### config.mk
export PLATFORM = sky130hd
export DESIGN_NAME = fraction_sum_accumulator_unit
export DESIGN_NICKNAME = d
export VERILOG_FILES = /design/src/fsa_pkg.sv /design/src/fsa_datapath.sv /design/src/fsa_ctrl.sv /design/src/fraction_sum_accumulator_unit.sv
export SDC_FILE = /design/constraint.sdc
export NUM_CORES = 2
export LEC_CHECK = 0
export BUFFER_PORTS_ARGS = -buffer_cell sky130_fd_sc_hd__buf_2
export CORE_MARGIN = 3
export CORE_UTILIZATION = 45
export CTS_CLUSTER_DIAMETER = 200
export DETAILED_ROUTE_END_ITERATION = 8
export PLACE_DENSITY = 0.61
export SYNTH_ARGS = -nofsm -noshare
export SYNTH_HDL_FRONTEND = slang
export SYNTH_SLANG_ARGS = --single-unit
### constraint.sdc
create_clock -name clk -period 7 [get_ports clk]
set_input_delay 1.4 -clock clk [delete_from_list [all_inputs] [get_ports clk]]
set_output_delay 1.4 -clock clk [all_outputs]
set_load 0.02 [all_outputs]
### src/fsa_pkg.sv
package fsa_pkg;

	// Width of the checked intermediate range: products and sums above it overflow
	localparam int LIMIT_BITS = 64;

	// Result status codes
	localparam logic [1:0] STAT_OK       = 2'd0;
	localparam logic [1:0] STAT_ZERO_DEN = 2'd1;
	localparam logic [1:0] STAT_OVF      = 2'd2;

	// Datapath unit operations
	localparam logic [2:0] OP_GCD  = 3'd0;
	localparam logic [2:0] OP_DIV  = 3'd1;
	localparam logic [2:0] OP_MUL  = 3'd2;
	localparam logic [2:0] OP_COPY = 3'd3;
	localparam logic [2:0] OP_ADD  = 3'd4;

	// Datapath register codes
	localparam logic [3:0] R_NONE = 4'd0;
	localparam logic [3:0] R_NM   = 4'd1;
	localparam logic [3:0] R_DM   = 4'd2;
	localparam logic [3:0] R_AM   = 4'd3;
	localparam logic [3:0] R_AD   = 4'd4;
	localparam logic [3:0] R_AR   = 4'd5;
	localparam logic [3:0] R_DR   = 4'd6;
	localparam logic [3:0] R_RM   = 4'd7;
	localparam logic [3:0] R_RD   = 4'd8;
	localparam logic [3:0] R_G    = 4'd9;
	localparam logic [3:0] R_T2   = 4'd10;

	// Sequencer steps
	localparam logic [3:0] STEP_FIRST    = 4'd0;
	localparam logic [3:0] STEP_IN_DONE  = 4'd2;
	localparam logic [3:0] STEP_LAST_ADD = 4'd12;
	localparam logic [3:0] STEP_COPY     = 4'd13;

	typedef struct packed {
		logic [2:0] op;
		logic [3:0] src_a;
		logic [3:0] src_b;
		logic [3:0] dst;
	} uop_t;

	typedef struct packed {
		logic load;
		logic start;
		uop_t uop;
		logic commit;
	} cmd_t;

	typedef struct packed {
		logic busy;
		logic done;
		logic zero_den;
		logic start_new;
	} sts_t;

	function automatic uop_t ucode(input logic [3:0] step);
		uop_t u;
		case (step)
			4'd0:    u = '{OP_GCD,  R_NM, R_DM, R_G};
			4'd1:    u = '{OP_DIV,  R_NM, R_G,  R_NM};
			4'd2:    u = '{OP_DIV,  R_DM, R_G,  R_DM};
			4'd3:    u = '{OP_GCD,  R_AD, R_DM, R_G};
			4'd4:    u = '{OP_DIV,  R_AD, R_G,  R_AR};
			4'd5:    u = '{OP_DIV,  R_DM, R_G,  R_DR};
			4'd6:    u = '{OP_MUL,  R_AM, R_DR, R_RM};
			4'd7:    u = '{OP_MUL,  R_AR, R_NM, R_T2};
			4'd8:    u = '{OP_MUL,  R_AR, R_DM, R_RD};
			4'd9:    u = '{OP_ADD,  R_NONE, R_NONE, R_NONE};
			4'd10:   u = '{OP_GCD,  R_RM, R_RD, R_G};
			4'd11:   u = '{OP_DIV,  R_RM, R_G,  R_RM};
			4'd12:   u = '{OP_DIV,  R_RD, R_G,  R_RD};
			4'd13:   u = '{OP_COPY, R_NONE, R_NONE, R_NONE};
			default: u = '{OP_COPY, R_NONE, R_NONE, R_NONE};
		endcase
		return u;
	endfunction

endpackage

### src/fsa_datapath.sv
module fsa_datapath #(
	parameter int IN_WIDTH  = 16,
	parameter int SUM_WIDTH = 32
) (
	input  logic                     clk,
	input  logic                     arst_n,
	input  fsa_pkg::cmd_t            cmd,
	output fsa_pkg::sts_t            sts,
	input  logic [IN_WIDTH-1:0]      in_num,
	input  logic [IN_WIDTH-1:0]      in_den,
	input  logic                     in_start,
	output logic [SUM_WIDTH-1:0]     out_num,
	output logic [SUM_WIDTH-2:0]     out_den,
	output logic [1:0]               out_status
);
	localparam int PW = SUM_WIDTH + IN_WIDTH;
	localparam int CW = $clog2(PW + 1);
	localparam logic [PW-1:0] LIM = {{(PW-1){1'b0}}, 1'b1} << (SUM_WIDTH - 1);

	logic [PW-1:0] nm_q, dm_q, ar_q, dr_q, t2_q, rm_q, rd_q, g_q;
	logic sn_q, rs_q, ovf_q, zden_q, startn_q;
	logic [SUM_WIDTH-1:0] acc_num_q;
	logic [SUM_WIDTH-2:0] acc_den_q;
	logic [SUM_WIDTH-1:0] out_num_q;
	logic [SUM_WIDTH-2:0] out_den_q;
	logic [1:0] out_stat_q;

	logic busy_q, ph_q;
	logic [2:0] op_q;
	logic [3:0] dst_q;
	logic [PW-1:0] ua_q, ub_q, uc_q;
	logic [CW-1:0] cnt_q;

	logic [IN_WIDTH-1:0] nmag_i, dmag_i;
	logic nneg_i, dneg_i;
	logic [SUM_WIDTH-1:0] acc_mag;
	logic [PW-1:0] am, ad, opa, opb, res, sum;
	logic [PW:0] rem_nx;
	logic done, sn_eff, rs_eff, fail;
	logic [SUM_WIDTH-1:0] new_num;

	assign nneg_i  = in_num[IN_WIDTH-1];
	assign dneg_i  = in_den[IN_WIDTH-1];
	assign nmag_i  = nneg_i ? (~in_num + 1'b1) : in_num;
	assign dmag_i  = dneg_i ? (~in_den + 1'b1) : in_den;
	assign acc_mag = acc_num_q[SUM_WIDTH-1] ? (~acc_num_q + 1'b1) : acc_num_q;
	assign am      = {{IN_WIDTH{1'b0}}, acc_mag};
	assign ad      = (acc_den_q == '0) ? {{(PW-1){1'b0}}, 1'b1}
	                                   : {{(IN_WIDTH+1){1'b0}}, acc_den_q};

	function automatic logic [PW-1:0] pick(input logic [3:0] code,
	                                       input logic [PW-1:0] a_m,
	                                       input logic [PW-1:0] a_d);
		logic [PW-1:0] v;
		case (code)
			fsa_pkg::R_NM: v = nm_q;
			fsa_pkg::R_DM: v = dm_q;
			fsa_pkg::R_AM: v = a_m;
			fsa_pkg::R_AD: v = a_d;
			fsa_pkg::R_AR: v = ar_q;
			fsa_pkg::R_DR: v = dr_q;
			fsa_pkg::R_RM: v = rm_q;
			fsa_pkg::R_RD: v = rd_q;
			fsa_pkg::R_G:  v = g_q;
			fsa_pkg::R_T2: v = t2_q;
			default:       v = '0;
		endcase
		return v;
	endfunction

	assign opa = pick(cmd.uop.src_a, am, ad);
	assign opb = pick(cmd.uop.src_b, am, ad);

	always_comb begin
		case (op_q)
			fsa_pkg::OP_GCD: done = ph_q && (cnt_q == '0);
			fsa_pkg::OP_DIV: done = (cnt_q == '0);
			fsa_pkg::OP_MUL: done = (ub_q == '0);
			default:         done = 1'b1;
		endcase
		done = done && busy_q;
	end

	assign res    = (op_q == fsa_pkg::OP_DIV) ? ua_q : uc_q;
	assign rem_nx = {uc_q, ua_q[PW-1]};
	assign sum    = rm_q + t2_q;
	assign sn_eff = sn_q && (nm_q != '0);

	// Final range check on the reduced value
	assign rs_eff  = rs_q && (rm_q != '0);
	assign fail    = ovf_q || ((rd_q >> (SUM_WIDTH - 1)) != '0) || (rm_q > LIM)
	                 || ((rm_q == LIM) && !rs_eff);
	assign new_num = rs_eff ? (~rm_q[SUM_WIDTH-1:0] + 1'b1) : rm_q[SUM_WIDTH-1:0];

	always_ff @(posedge clk or negedge arst_n) begin
		if (!arst_n) begin
			busy_q    <= 1'b0;
			acc_num_q <= '0;
			acc_den_q <= {{(SUM_WIDTH-2){1'b0}}, 1'b1};
		end else begin
			if (cmd.start) begin
				busy_q <= 1'b1;
			end else if (done) begin
				busy_q <= 1'b0;
			end
			if (cmd.commit && !zden_q && !fail) begin
				acc_num_q <= new_num;
				acc_den_q <= rd_q[SUM_WIDTH-2:0];
			end
		end
	end

	always_ff @(posedge clk) begin
		if (cmd.load) begin
			nm_q     <= {{SUM_WIDTH{1'b0}}, nmag_i};
			dm_q     <= {{SUM_WIDTH{1'b0}}, dmag_i};
			sn_q     <= nneg_i ^ dneg_i;
			zden_q   <= (dmag_i == '0);
			startn_q <= in_start;
			ovf_q    <= 1'b0;
		end
		if (cmd.start) begin
			op_q  <= cmd.uop.op;
			dst_q <= cmd.uop.dst;
			ph_q  <= 1'b0;
			case (cmd.uop.op)
				fsa_pkg::OP_GCD: begin
					ua_q  <= opa;
					ub_q  <= opb;
					cnt_q <= '0;
				end
				fsa_pkg::OP_DIV: begin
					ua_q  <= opa;
					ub_q  <= opb;
					uc_q  <= '0;
					cnt_q <= CW'(PW);
				end
				fsa_pkg::OP_MUL: begin
					ua_q <= opa;
					ub_q <= opb;
					uc_q <= '0;
				end
				fsa_pkg::OP_COPY: begin
					rm_q <= nm_q;
					rd_q <= dm_q;
					rs_q <= sn_q;
				end
				fsa_pkg::OP_ADD: begin
					if (acc_num_q[SUM_WIDTH-1] == sn_eff) begin
						rm_q  <= sum;
						rs_q  <= acc_num_q[SUM_WIDTH-1];
						ovf_q <= ovf_q || ((sum >> fsa_pkg::LIMIT_BITS) != '0);
					end else if (rm_q >= t2_q) begin
						rm_q <= rm_q - t2_q;
						rs_q <= acc_num_q[SUM_WIDTH-1];
					end else begin
						rm_q <= t2_q - rm_q;
						rs_q <= sn_eff;
					end
				end
				default: begin
				end
			endcase
		end else if (busy_q && !done) begin
			case (op_q)
				fsa_pkg::OP_GCD: begin
					if (ph_q) begin
						uc_q  <= uc_q << 1;
						cnt_q <= cnt_q - 1'b1;
					end else if (ua_q == '0) begin
						uc_q <= ub_q;
						ph_q <= 1'b1;
					end else if (ub_q == '0) begin
						uc_q <= ua_q;
						ph_q <= 1'b1;
					end else if (!ua_q[0] && !ub_q[0]) begin
						ua_q  <= ua_q >> 1;
						ub_q  <= ub_q >> 1;
						cnt_q <= cnt_q + 1'b1;
					end else if (!ua_q[0]) begin
						ua_q <= ua_q >> 1;
					end else if (!ub_q[0]) begin
						ub_q <= ub_q >> 1;
					end else if (ua_q >= ub_q) begin
						ua_q <= ua_q - ub_q;
					end else begin
						ub_q <= ub_q - ua_q;
					end
				end
				fsa_pkg::OP_DIV: begin
					if (rem_nx >= {1'b0, ub_q}) begin
						uc_q <= PW'(rem_nx - {1'b0, ub_q});
						ua_q <= {ua_q[PW-2:0], 1'b1};
					end else begin
						uc_q <= rem_nx[PW-1:0];
						ua_q <= {ua_q[PW-2:0], 1'b0};
					end
					cnt_q <= cnt_q - 1'b1;
				end
				fsa_pkg::OP_MUL: begin
					if (ub_q[0]) begin
						uc_q <= uc_q + ua_q;
					end
					ua_q <= ua_q << 1;
					ub_q <= ub_q >> 1;
				end
				default: begin
				end
			endcase
		end
		if (done) begin
			if (op_q == fsa_pkg::OP_MUL && ((uc_q >> fsa_pkg::LIMIT_BITS) != '0)) begin
				ovf_q <= 1'b1;
			end
			case (dst_q)
				fsa_pkg::R_NM: nm_q <= res;
				fsa_pkg::R_DM: dm_q <= res;
				fsa_pkg::R_AR: ar_q <= res;
				fsa_pkg::R_DR: dr_q <= res;
				fsa_pkg::R_RM: rm_q <= res;
				fsa_pkg::R_RD: rd_q <= res;
				fsa_pkg::R_G:  g_q  <= res;
				fsa_pkg::R_T2: t2_q <= res;
				default: begin
				end
			endcase
		end
		if (cmd.commit) begin
			if (zden_q) begin
				out_num_q  <= acc_num_q;
				out_den_q  <= acc_den_q;
				out_stat_q <= fsa_pkg::STAT_ZERO_DEN;
			end else if (fail) begin
				out_num_q  <= acc_num_q;
				out_den_q  <= acc_den_q;
				out_stat_q <= fsa_pkg::STAT_OVF;
			end else begin
				out_num_q  <= new_num;
				out_den_q  <= rd_q[SUM_WIDTH-2:0];
				out_stat_q <= fsa_pkg::STAT_OK;
			end
		end
	end

	assign sts.busy      = busy_q;
	assign sts.done      = done;
	assign sts.zero_den  = zden_q;
	assign sts.start_new = startn_q;

	assign out_num    = out_num_q;
	assign out_den    = out_den_q;
	assign out_status = out_stat_q;

endmodule

### src/fsa_ctrl.sv
module fsa_ctrl (
	input  logic          clk,
	input  logic          arst_n,
	input  logic          s_tvalid,
	output logic          s_tready,
	output logic          m_tvalid,
	input  logic          m_tready,
	output fsa_pkg::cmd_t cmd,
	input  fsa_pkg::sts_t sts
);
	localparam logic [2:0] ST_IDLE   = 3'd0;
	localparam logic [2:0] ST_CHECK  = 3'd1;
	localparam logic [2:0] ST_ISSUE  = 3'd2;
	localparam logic [2:0] ST_WAIT   = 3'd3;
	localparam logic [2:0] ST_COMMIT = 3'd4;

	logic [2:0] state_q;
	logic [3:0] step_q;
	logic       m_tvalid_q;
	logic       slot_free;

	assign slot_free = !m_tvalid_q || m_tready;
	assign s_tready  = (state_q == ST_IDLE);
	assign m_tvalid  = m_tvalid_q;

	always_comb begin
		cmd        = '0;
		cmd.load   = (state_q == ST_IDLE) && s_tvalid;
		cmd.start  = (state_q == ST_ISSUE);
		cmd.uop    = fsa_pkg::ucode(step_q);
		cmd.commit = (state_q == ST_COMMIT) && slot_free;
	end

	always_ff @(posedge clk or negedge arst_n) begin
		if (!arst_n) begin
			state_q    <= ST_IDLE;
			step_q     <= fsa_pkg::STEP_FIRST;
			m_tvalid_q <= 1'b0;
		end else begin
			if (cmd.commit) begin
				m_tvalid_q <= 1'b1;
			end else if (m_tready) begin
				m_tvalid_q <= 1'b0;
			end
			case (state_q)
				ST_IDLE: begin
					if (s_tvalid) begin
						state_q <= ST_CHECK;
						step_q  <= fsa_pkg::STEP_FIRST;
					end
				end
				ST_CHECK: begin
					state_q <= sts.zero_den ? ST_COMMIT : ST_ISSUE;
				end
				ST_ISSUE: begin
					state_q <= ST_WAIT;
				end
				ST_WAIT: begin
					if (sts.done) begin
						if (step_q inside {fsa_pkg::STEP_LAST_ADD, fsa_pkg::STEP_COPY}) begin
							state_q <= ST_COMMIT;
						end else if (step_q == fsa_pkg::STEP_IN_DONE && sts.start_new) begin
							step_q  <= fsa_pkg::STEP_COPY;
							state_q <= ST_ISSUE;
						end else begin
							step_q  <= step_q + 1'b1;
							state_q <= ST_ISSUE;
						end
					end
				end
				ST_COMMIT: begin
					if (slot_free) begin
						state_q <= ST_IDLE;
					end
				end
				default: begin
					state_q <= ST_IDLE;
				end
			endcase
		end
	end

	a_issue_unit_free: assert property (@(posedge clk) disable iff (!arst_n)
		cmd.start |-> !sts.busy)
		else $error("unit started while busy");

	a_commit_slot_free: assert property (@(posedge clk) disable iff (!arst_n)
		(state_q == ST_COMMIT && m_tvalid_q && !m_tready) |=> $stable(m_tvalid_q))
		else $error("pending result lost");

	a_accept_runs: assert property (@(posedge clk) disable iff (!arst_n)
		(s_tvalid && s_tready) |=> (state_q == ST_CHECK))
		else $error("accepted item not processed");

endmodule

### src/fraction_sum_accumulator_unit.sv
// Channel  Dir  tdata (low bit up)                      tuser
// s_*      in   numerator, denominator                  start_new
// m_*      out  sum_numerator, sum_denominator          status
//
// One item is processed at a time; s_tready is high only while idle.
// A loading item runs one GCD and two divides; an adding item runs three GCDs,
// six divides, three multiplies and an add. The shared iterative unit computes
// binary GCD, one quotient bit and one multiplier bit per cycle.
// A zero denominator skips the unit and goes straight to the result.
// Reset clears the running sum to 0/1. A result waits in the output register
// while m_tready is low; the next item is still accepted meanwhile.
module fraction_sum_accumulator_unit #(
	parameter int IN_WIDTH  = 16,
	parameter int SUM_WIDTH = 32
) (
	input  logic clk,
	input  logic arst_n,
	input  logic s_tvalid,
	output logic s_tready,
	// numerator, denominator, zero padding
	input  logic [((2*IN_WIDTH+7)/8)*8-1:0] s_tdata,
	// start_new
	input  logic s_tuser,
	output logic m_tvalid,
	input  logic m_tready,
	// sum_numerator, sum_denominator, zero padding
	output logic [((2*SUM_WIDTH+6)/8)*8-1:0] m_tdata,
	// status
	output logic [1:0] m_tuser
);
	localparam int OUT_W = ((2*SUM_WIDTH+6)/8)*8;

	fsa_pkg::cmd_t cmd;
	fsa_pkg::sts_t sts;
	logic [SUM_WIDTH-1:0] out_num;
	logic [SUM_WIDTH-2:0] out_den;

	// Sequence the shared arithmetic unit and own both handshakes
	fsa_ctrl u_ctrl (
		.clk      (clk),
		.arst_n   (arst_n),
		.s_tvalid (s_tvalid),
		.s_tready (s_tready),
		.m_tvalid (m_tvalid),
		.m_tready (m_tready),
		.cmd      (cmd),
		.sts      (sts)
	);

	// Hold the running sum, the working registers and the result register
	fsa_datapath #(
		.IN_WIDTH  (IN_WIDTH),
		.SUM_WIDTH (SUM_WIDTH)
	) u_dp (
		.clk        (clk),
		.arst_n     (arst_n),
		.cmd        (cmd),
		.sts        (sts),
		.in_num     (s_tdata[IN_WIDTH-1:0]),
		.in_den     (s_tdata[2*IN_WIDTH-1:IN_WIDTH]),
		.in_start   (s_tuser),
		.out_num    (out_num),
		.out_den    (out_den),
		.out_status (m_tuser)
	);

	assign m_tdata = OUT_W'({out_den, out_num});

endmodule

Yosys cells after proc, flatten, opt, wreduce, memory -nomap -nowiden
Memory sizes are Yosys's and may differ from the RTL's.
Index checks and enable logic that the tools add are counted.
- register bits after elaboration: 684
- memory bits (read-only): 240
- bits of input ports: 37
- output and inout bits: 68
- logic and storage cells: 272
- memories: 1
- memories (name ; depth ; bits a word ; rd ports ; clocked after memory_dff ; wr ports ; line ; RTL):
    (no name shown) ; 16 ; 15 ; 1 ; 0 ; 0 ; fsa_pkg.sv:60 ; case (step)
- add/sub/neg operators: 14
- magnitude comparators: 4
- equal/unequal tests: 63
- multiplexer cells: 95
- bitwise operators: 5
- reductions and logical operators: 59
- operator list (cell ; count):
    48-bit 2-to-1 mux ; 44
    48-bit one-hot mux with 10 select lines ; 2
    48-bit one-hot mux with 3 select lines ; 2
    48-bit subtractor ; 5
    48-bit one-hot mux with 2 select lines ; 2
    48-bit nonzero test ; 3
    32-bit 2-to-1 mux ; 4
    48-bit adder ; 2
    48-bit greater-or-equal comparator ; 2
    48-bit logical NOT ; 2
    31-bit 2-to-1 mux ; 3
    32-bit by 1-bit adder with 32-bit output (second input constant) ; 2
    32-bit NOT ; 2
    49-bit by 48-bit greater-or-equal comparator with 1-bit output ; 1
    48-bit by 32-bit equality test with 1-bit output (second input constant) ; 1
    48-bit by 32-bit > comparator with 1-bit output (second input constant) ; 1
    4-bit by 3-bit equality test with 1-bit output (second input constant) ; 11
    4-bit equality test (second input constant) ; 11
    6-bit 2-to-1 mux ; 6
    16-bit by 1-bit adder with 16-bit output (second input constant) ; 2
    16-bit 2-to-1 mux ; 2
    16-bit NOT ; 2
    31-bit logical NOT ; 1
    4-bit by 2-bit equality test with 1-bit output (second input constant) ; 6
    other kinds (45) ; 121

Logic depth before layout (Yosys ltp)
- depth after elaboration: 11
- mapped depth: 18
- gate-level depth less buffers: 15

Cells and area by module
From an unflattened synthesis, not the netlist that was laid out.
- cells, all modules: 6555
- area, all modules: 55199.2 um^2
- modules (own cells, without submodules) (module ; times used ; cells each ; area each (um^2) ; seq. area each (um^2)):
    fsa_datapath ; 1 ; 6441 ; 54292.1 ; 18018.5
    fsa_ctrl ; 1 ; 112 ; 895.9 ; 200.2
    fraction_sum_accumulator_unit ; 1 ; 2 ; 11.3 ; 0.0

Worst setup path before layout
OpenSTA, ideal clock, no wires.
- path type: register -> register
- start point: register u_dp.ub_q[1]
- end point: register u_dp.dr_q[0] (enable)
- setup time: 0.590 ns
- data arrival time: 6.807 ns
- data required time: 6.410 ns
- setup slack: -0.397 ns
- cell stages (with the launch flop): 8
- path buffers: 0
- period minus slack after synthesis: 7.397 ns
- path through: edfxtp_1 -> nor4_1 -> nand4_1 -> nor4_1 -> a211oi_1 -> o21bai_1 -> nand2_1 -> nor4b_1
- word-level cells in the longest chain between the ends: 4
- RTL lines (element ; line ; RTL):
    from (decl) ; fsa_datapath.sv:31 ; logic [PW-1:0] ua_q, ub_q, uc_q;
    from (signal assigned) ; fsa_datapath.sv:129 ; ub_q <= opb;
    from (signal assigned) ; fsa_datapath.sv:134 ; ub_q <= opb;
    from (signal assigned) ; fsa_datapath.sv:140 ; ub_q <= opb;
    48-bit logical NOT ; fsa_datapath.sv:78 ; fsa_pkg::OP_MUL: done = (ub_q == '0);
    1-bit one-hot mux with 3 select lines ; fsa_datapath.sv:75 ; case (op_q)
    1-bit logical AND ; fsa_datapath.sv:81 ; done = done && busy_q;
    2-bit AND reduction (no source line) ; n/a ;
    to (signal assigned) ; fsa_datapath.sv:219 ; fsa_pkg::R_DR: dr_q <= res;
    to (decl) ; fsa_datapath.sv:20 ; logic [PW-1:0] nm_q, dm_q, ar_q, dr_q, t2_q, rm_q, rd_q, g_q;
Every way passes these cells.
A chain may end at the register's enable or synchronous reset.

Worst setup path in the final report
- start point: register u_dp.rm_q[12]
- end point: register u_dp.rm_q[19]
- word-level cells in the longest chain between the ends: 7
- elaborated cells between the ends (all ways): 10
- classes of those cells: 3 x add/sub; 1 x order compare; 6 x mux
- RTL lines (element ; line ; RTL):
    from (decl) ; fsa_datapath.sv:20 ;
    from (signal assigned) ; fsa_datapath.sv:144 ; rm_q <= nm_q;
    from (signal assigned) ; fsa_datapath.sv:150 ; rm_q <= sum;
    from (signal assigned) ; fsa_datapath.sv:154 ; rm_q <= rm_q - t2_q;
    48-bit subtractor, or another cell as far along ; fsa_datapath.sv:157 ; rm_q <= t2_q - rm_q;
    48-bit 2-to-1 mux ; fsa_datapath.sv:153 ; end else if (rm_q >= t2_q) begin
    48-bit 2-to-1 mux (*) ; fsa_datapath.sv:149 ; if (acc_num_q[SUM_WIDTH-1] == sn_eff) begin
    48-bit one-hot mux with 2 select lines (*) ; fsa_datapath.sv:126 ; case (cmd.uop.op)
    48-bit 2-to-1 mux (*) ; fsa_datapath.sv:122 ; if (cmd.start) begin
    48-bit 2-to-1 mux ; fsa_datapath.sv:215 ; case (dst_q)
    48-bit 2-to-1 mux (*) ; fsa_datapath.sv:211 ; if (done) begin
Mark *: on every way between the ends. The rest lies on a longest branch, timed or not.

==> results <==
- The internal power of the cells totals ~17000 µW.
- The type of the tightest min-delay check is register to register.
- The top-level I/O count is 105.
- The number of buffers inserted for hold repair after clock tree synthesis is 0.
- The die boundary width is 356.8 µm.
- For this run, the register share of the synthesized area comes to 0.3289.
- In the final layout, the share of cells above drive strength 1 is 0.08173.
- After detailed routing, the number of remaining DRC violations is 9.
- The clock network power share is 0.126.
- At the pin with the least slew margin, the transition time is 1.564 ns.
- Setup violations remaining at the end of the flow were counted as 0.
- The share of the synthesized area in compound gates (AO/OA/AOI/OAI) came to 0.2917.
- The switching share of power is 0.5509.
- The synthesized design spends more area on one cell type than any other, namely sky130_fd_sc_hd__edfxtp_1.
- The adder-cell area share of the yosys netlist is 0.08452.
- TritonCTS built the clock tree.
- Among all flip-flop cells after synthesis, the most frequent one is sky130_fd_sc_hd__edfxtp_1.
- The critical path is of the register to register type.
- The count of flip-flops with a built-in enable after synthesis is 418.
- The total iterations of the first detailed-routing run is 9.
- The worst setup path is captured at a register.
- The worst-path maximum fanout is 21.
- By area the synthesized netlist is led by sky130_fd_sc_hd__edfxtp_1 (23%), sky130_fd_sc_hd__ha_1 (8.2%), sky130_fd_sc_hd__dfxtp_1 (7.0%), sky130_fd_sc_hd__a21oi_1 (6.6%), sky130_fd_sc_hd__o21ai_0 (5.2%).
- In this run, synthesis produced a sequential element count of between 600 and 700.
- The global-route usage over all layers is 0.4071.
- The dominant delay contributor by cell family on the critical path is compound AO/OA/AOI/OAI gates.
- The mux contribution to synthesized area is 0.03650.
- The number of clock buffers inserted by TritonCTS is 82.
- Max-cap violations in this run came to 2.
- The effective utilization at floorplan is 0.4539.
- The cell sitting at the root of the clock tree is a sky130_fd_sc_hd__clkbuf_16.
- The clock latency on the worst-skew pair is 0.73 ns.
- The net total in the final layout is 6981.
- The maximum number of pins on one net before global-route repair is 96.
- The area added between synthesis and finish is 8.574%.
- The routability congestion estimate is about 1.
- The clock sink total is 683.
- In the routed layout, each cell is associated on average with a via count of 6.889.
- Summed over all layers, the global routing overflow is 0.
- In this run the static leakage power is 0.02375 µW.
- Setup repair after global routing left no endpoint under its margin.
- For this run, the slowest stage of the critical path takes 0.88 ns.
- The summed instance area of the synthesized netlist is ~55000 µm².
- The detailed router's first-iteration violation count is 8288.
- The count of standard-cell rows is roughly 130.
- The wire length per cell after detailed routing is 32.55 µm.
- The number of inserted filler cells in the final layout is between 10000 and 15000.
- The post-synthesis share of cell area spent on and, or, nand and nor gates is 0.1524.
- In this run the tool buffered the top-level ports with 103 buffer cells.
- For this design the ratio of total power to cell area is 614.8 nW/µm².
- Walking the worst path, the cells encountered are inv_1, ha_1, nand4_1, nor4_2, a21boi_0, o211ai_1, and2_2, buf_4, mux2i_1, o311ai_0, o21ai_0, mux2i_1, o211ai_1.
- The routed via count is roughly 57000.
- The Yosys step of the flow raised 0 warnings.
- The share of total power dissipated in sequential elements is 0.225.
- The master of the slowest instance on the critical path is sky130_fd_sc_hd__a21boi_0.
- In the synthesized netlist, the number of instances is 6733.
- The net switching power is 20370 µW.
- The via count of the first global-routing pass is 52405.
- The die extent in y is roughly 360 µm.
- The worst path buffer plus inverter count is 2.
- The final worst-path cycle share is 0.8429.
- The data arrival time of the worst path is 6.46 ns.
- Synthesis produced a netlist with a net count of 7140.
- The count of final hold-check violations is 0.
- The portion of total power attributed to combinational logic is 0.648.
- The remaining antenna violation count is 0.
- The final reports fail on design-rule violations, max-capacitance violations, max-slew violations.
- The worst max-slew margin expressed relative to the limit is -0.05207.
- The share of the synthesized area in the top cell type is 0.2266.
- The data required time of the worst path is around 7.6 ns.
- For the final routed database, the setup TNS stands at 0 ns.
- The core region is 122000 µm².
- The xor/xnor cell area share of the yosys netlist is 0.04744.
- The number of antenna violations at the first check in global routing is 11.
- The flow ran to the end, but the final reports show violations.
- The count of pins over their slew limit is 3.
- The type of element launching the critical path is a register.
- The maximum achievable frequency is between 150 and 200 MHz.
- The number of buffers on the longest clock path is 3.
- Hold timing on the final database bottoms out at a slack of 0.5103 ns.
- The largest family of logic cells by synthesized area is compound AO/OA/AOI/OAI gates.
- VDD sags by at most 584.9 µV.
- The routed design could run at a clock period as short as 5.900 ns.
- The clock tree skew after final layout is 0.03680 ns.
- The floorplan step defined a die boundary enclosing about 130000 µm².
- The setup fix buffers added after clock tree synthesis is 0.
- The count of H-tree levels built during CTS is 3.
- In the synthesized netlist the async set-or-reset flop fraction comes to 0.1054.
- Summed over all layers, the routed wires come to 269300 µm.
- The average footprint of a synthesized cell is 8.227 µm².
- Post-CTS repair changed the size of 0 cells.
- The clock slew at the register clock pins of the worst setup and hold paths is 0.06 ns.
- The first global-routing pass estimated 381700 µm of wire.
- Detailed placement finished with a half-perimeter wire length of around 200000 µm.
- The distinct cell type count of the synthesized netlist is 97.
-- placed cells by master, fill, tap and decap left out, types with 139 or more instances in the layout --
master,instances
sky130_fd_sc_hd__nand2_1,721
sky130_fd_sc_hd__inv_1,362
sky130_fd_sc_hd__nor2_1,393
sky130_fd_sc_hd__dfxtp_1,193
sky130_fd_sc_hd__edfxtp_1,418
sky130_fd_sc_hd__a21o_1,139
sky130_fd_sc_hd__nand3_1,172
sky130_fd_sc_hd__ha_1,363
sky130_fd_sc_hd__o21ai_0,577
sky130_fd_sc_hd__a21oi_1,733
sky130_fd_sc_hd__xnor2_1,192
-- sequential cells by signal (all words and copies together), names as in the netlist, 2 cells and up --
name,cells
u_dp.dst_q,4
u_dp.out_num,32
u_dp.dm_q,48
u_dp.g_q,48
u_dp.acc_den_q,31
u_ctrl.step_q,4
u_dp.nm_q,48
u_dp.ar_q,48
u_dp.ua_q,48
u_dp.dr_q,48
u_dp.acc_num_q,32
u_dp.t2_q,48
u_dp.rd_q,48
u_dp.out_den,31
u_dp.ub_q,48
u_dp.cnt_q,6
u_ctrl.state_q,3
u_dp.out_status,2
u_dp.uc_q,48
u_dp.op_q,3
u_dp.rm_q,48
-- worst min-delay path, delay by kind of cell (launching register included) --
family          cells  cell delay, ns
flops               1            0.34
compound gates      1            0.07
simple gates        1            0.06
-- per-stage QoR --
stage	util	cell area [µm²]	std cells	power, µW	setup slack, ns
2_1_floorplan	-	55400	6733	23500	1.127
3_3_place_gp	0.4692	57250	8113	31280	1.147
3_5_place_dp	0.4693	57270	8114	31290	1.395
4_1_cts	0.4926	60120	8268	36050	1.374
5_1_grt	0.4927	60130	8269	38690	0.8376
6_report	0.4928	60140	8274	36980	1.100
-- cell usage after synthesis, types with 129 or more instances --
master and number:
sky130_fd_sc_hd__a21oi_1 735, sky130_fd_sc_hd__nand2_1 724, sky130_fd_sc_hd__o21ai_0 578, sky130_fd_sc_hd__edfxtp_1 418, sky130_fd_sc_hd__nor2_1 404, sky130_fd_sc_hd__inv_1 364
sky130_fd_sc_hd__ha_1 363, sky130_fd_sc_hd__clkbuf_1 360, sky130_fd_sc_hd__dfxtp_1 193, sky130_fd_sc_hd__xnor2_1 193, sky130_fd_sc_hd__nand3_1 172, sky130_fd_sc_hd__a21o_1 139
sky130_fd_sc_hd__a31oi_1 129
-- cell type report --
cell class                 count  area, µm²  share of cell area
antenna                        5      12.51           0.0002080
clock buffer                 103       2233             0.03714
clock inverter                51      613.1             0.01019
inverter                     375       1410             0.02345
multi-input combinational   5221      34230              0.5691
sequential                   683      18220              0.3029
tap                         1625       2033             0.03381
timing repair buffer         211       1391             0.02313
-- power by group through the flow --
stage / Clock [µW] / Sequential (µW) / Combinational [µW]
floorplan: 0 / 7290 / 16200
global placement: 0 / 8250 / 23000
detailed placement: 0 / 8280 / 23000
CTS: 4700 / 8210 / 23100
global route: 4860 / 8380 / 25500
finish: 4680 / 8330 / 24000
-- per-layer routing --
layer,up-vias,part of all wire,global-route usage
met2,3653,0.43,0.6115
met3,840,0.099,0.08617
met5,-,0.00014,0
li1,24839,-,-
met1,27660,0.40,0.5343
met4,6,0.078,0.2537
-- worst paths after layout --
path	from	end	slack (ns)	cells after the start
worst max-delay path	u_dp.rm_q[12]	u_dp.rm_q[19]	1.10	13
worst min-delay path	u_dp.dm_q[42]	u_dp.rd_q[42]	0.51	2
worst max register to register	u_dp.rm_q[12]	u_dp.rm_q[19]	1.10	13
worst min register to register	u_dp.dm_q[42]	u_dp.rd_q[42]	0.51	2
max in group asynchronous	arst_n	u_ctrl.step_q[3]	5.15	2
min in group asynchronous	arst_n	u_dp.acc_num_q[29]	0.66	1
-- logic make-up (layout without fill, tap and decap cells) --
logic type	after synthesis	count (layout)
other	1	6
and+or+nand+nor	1831	1831
DFF	683	683
buffers and inverters	829	740
xor gates and xnor gates	300	300
muxes	179	179
AOI/OAI and AO/OA	2540	2540
adders and majority gates	370	370
Power figures use the tool's default switching activity.
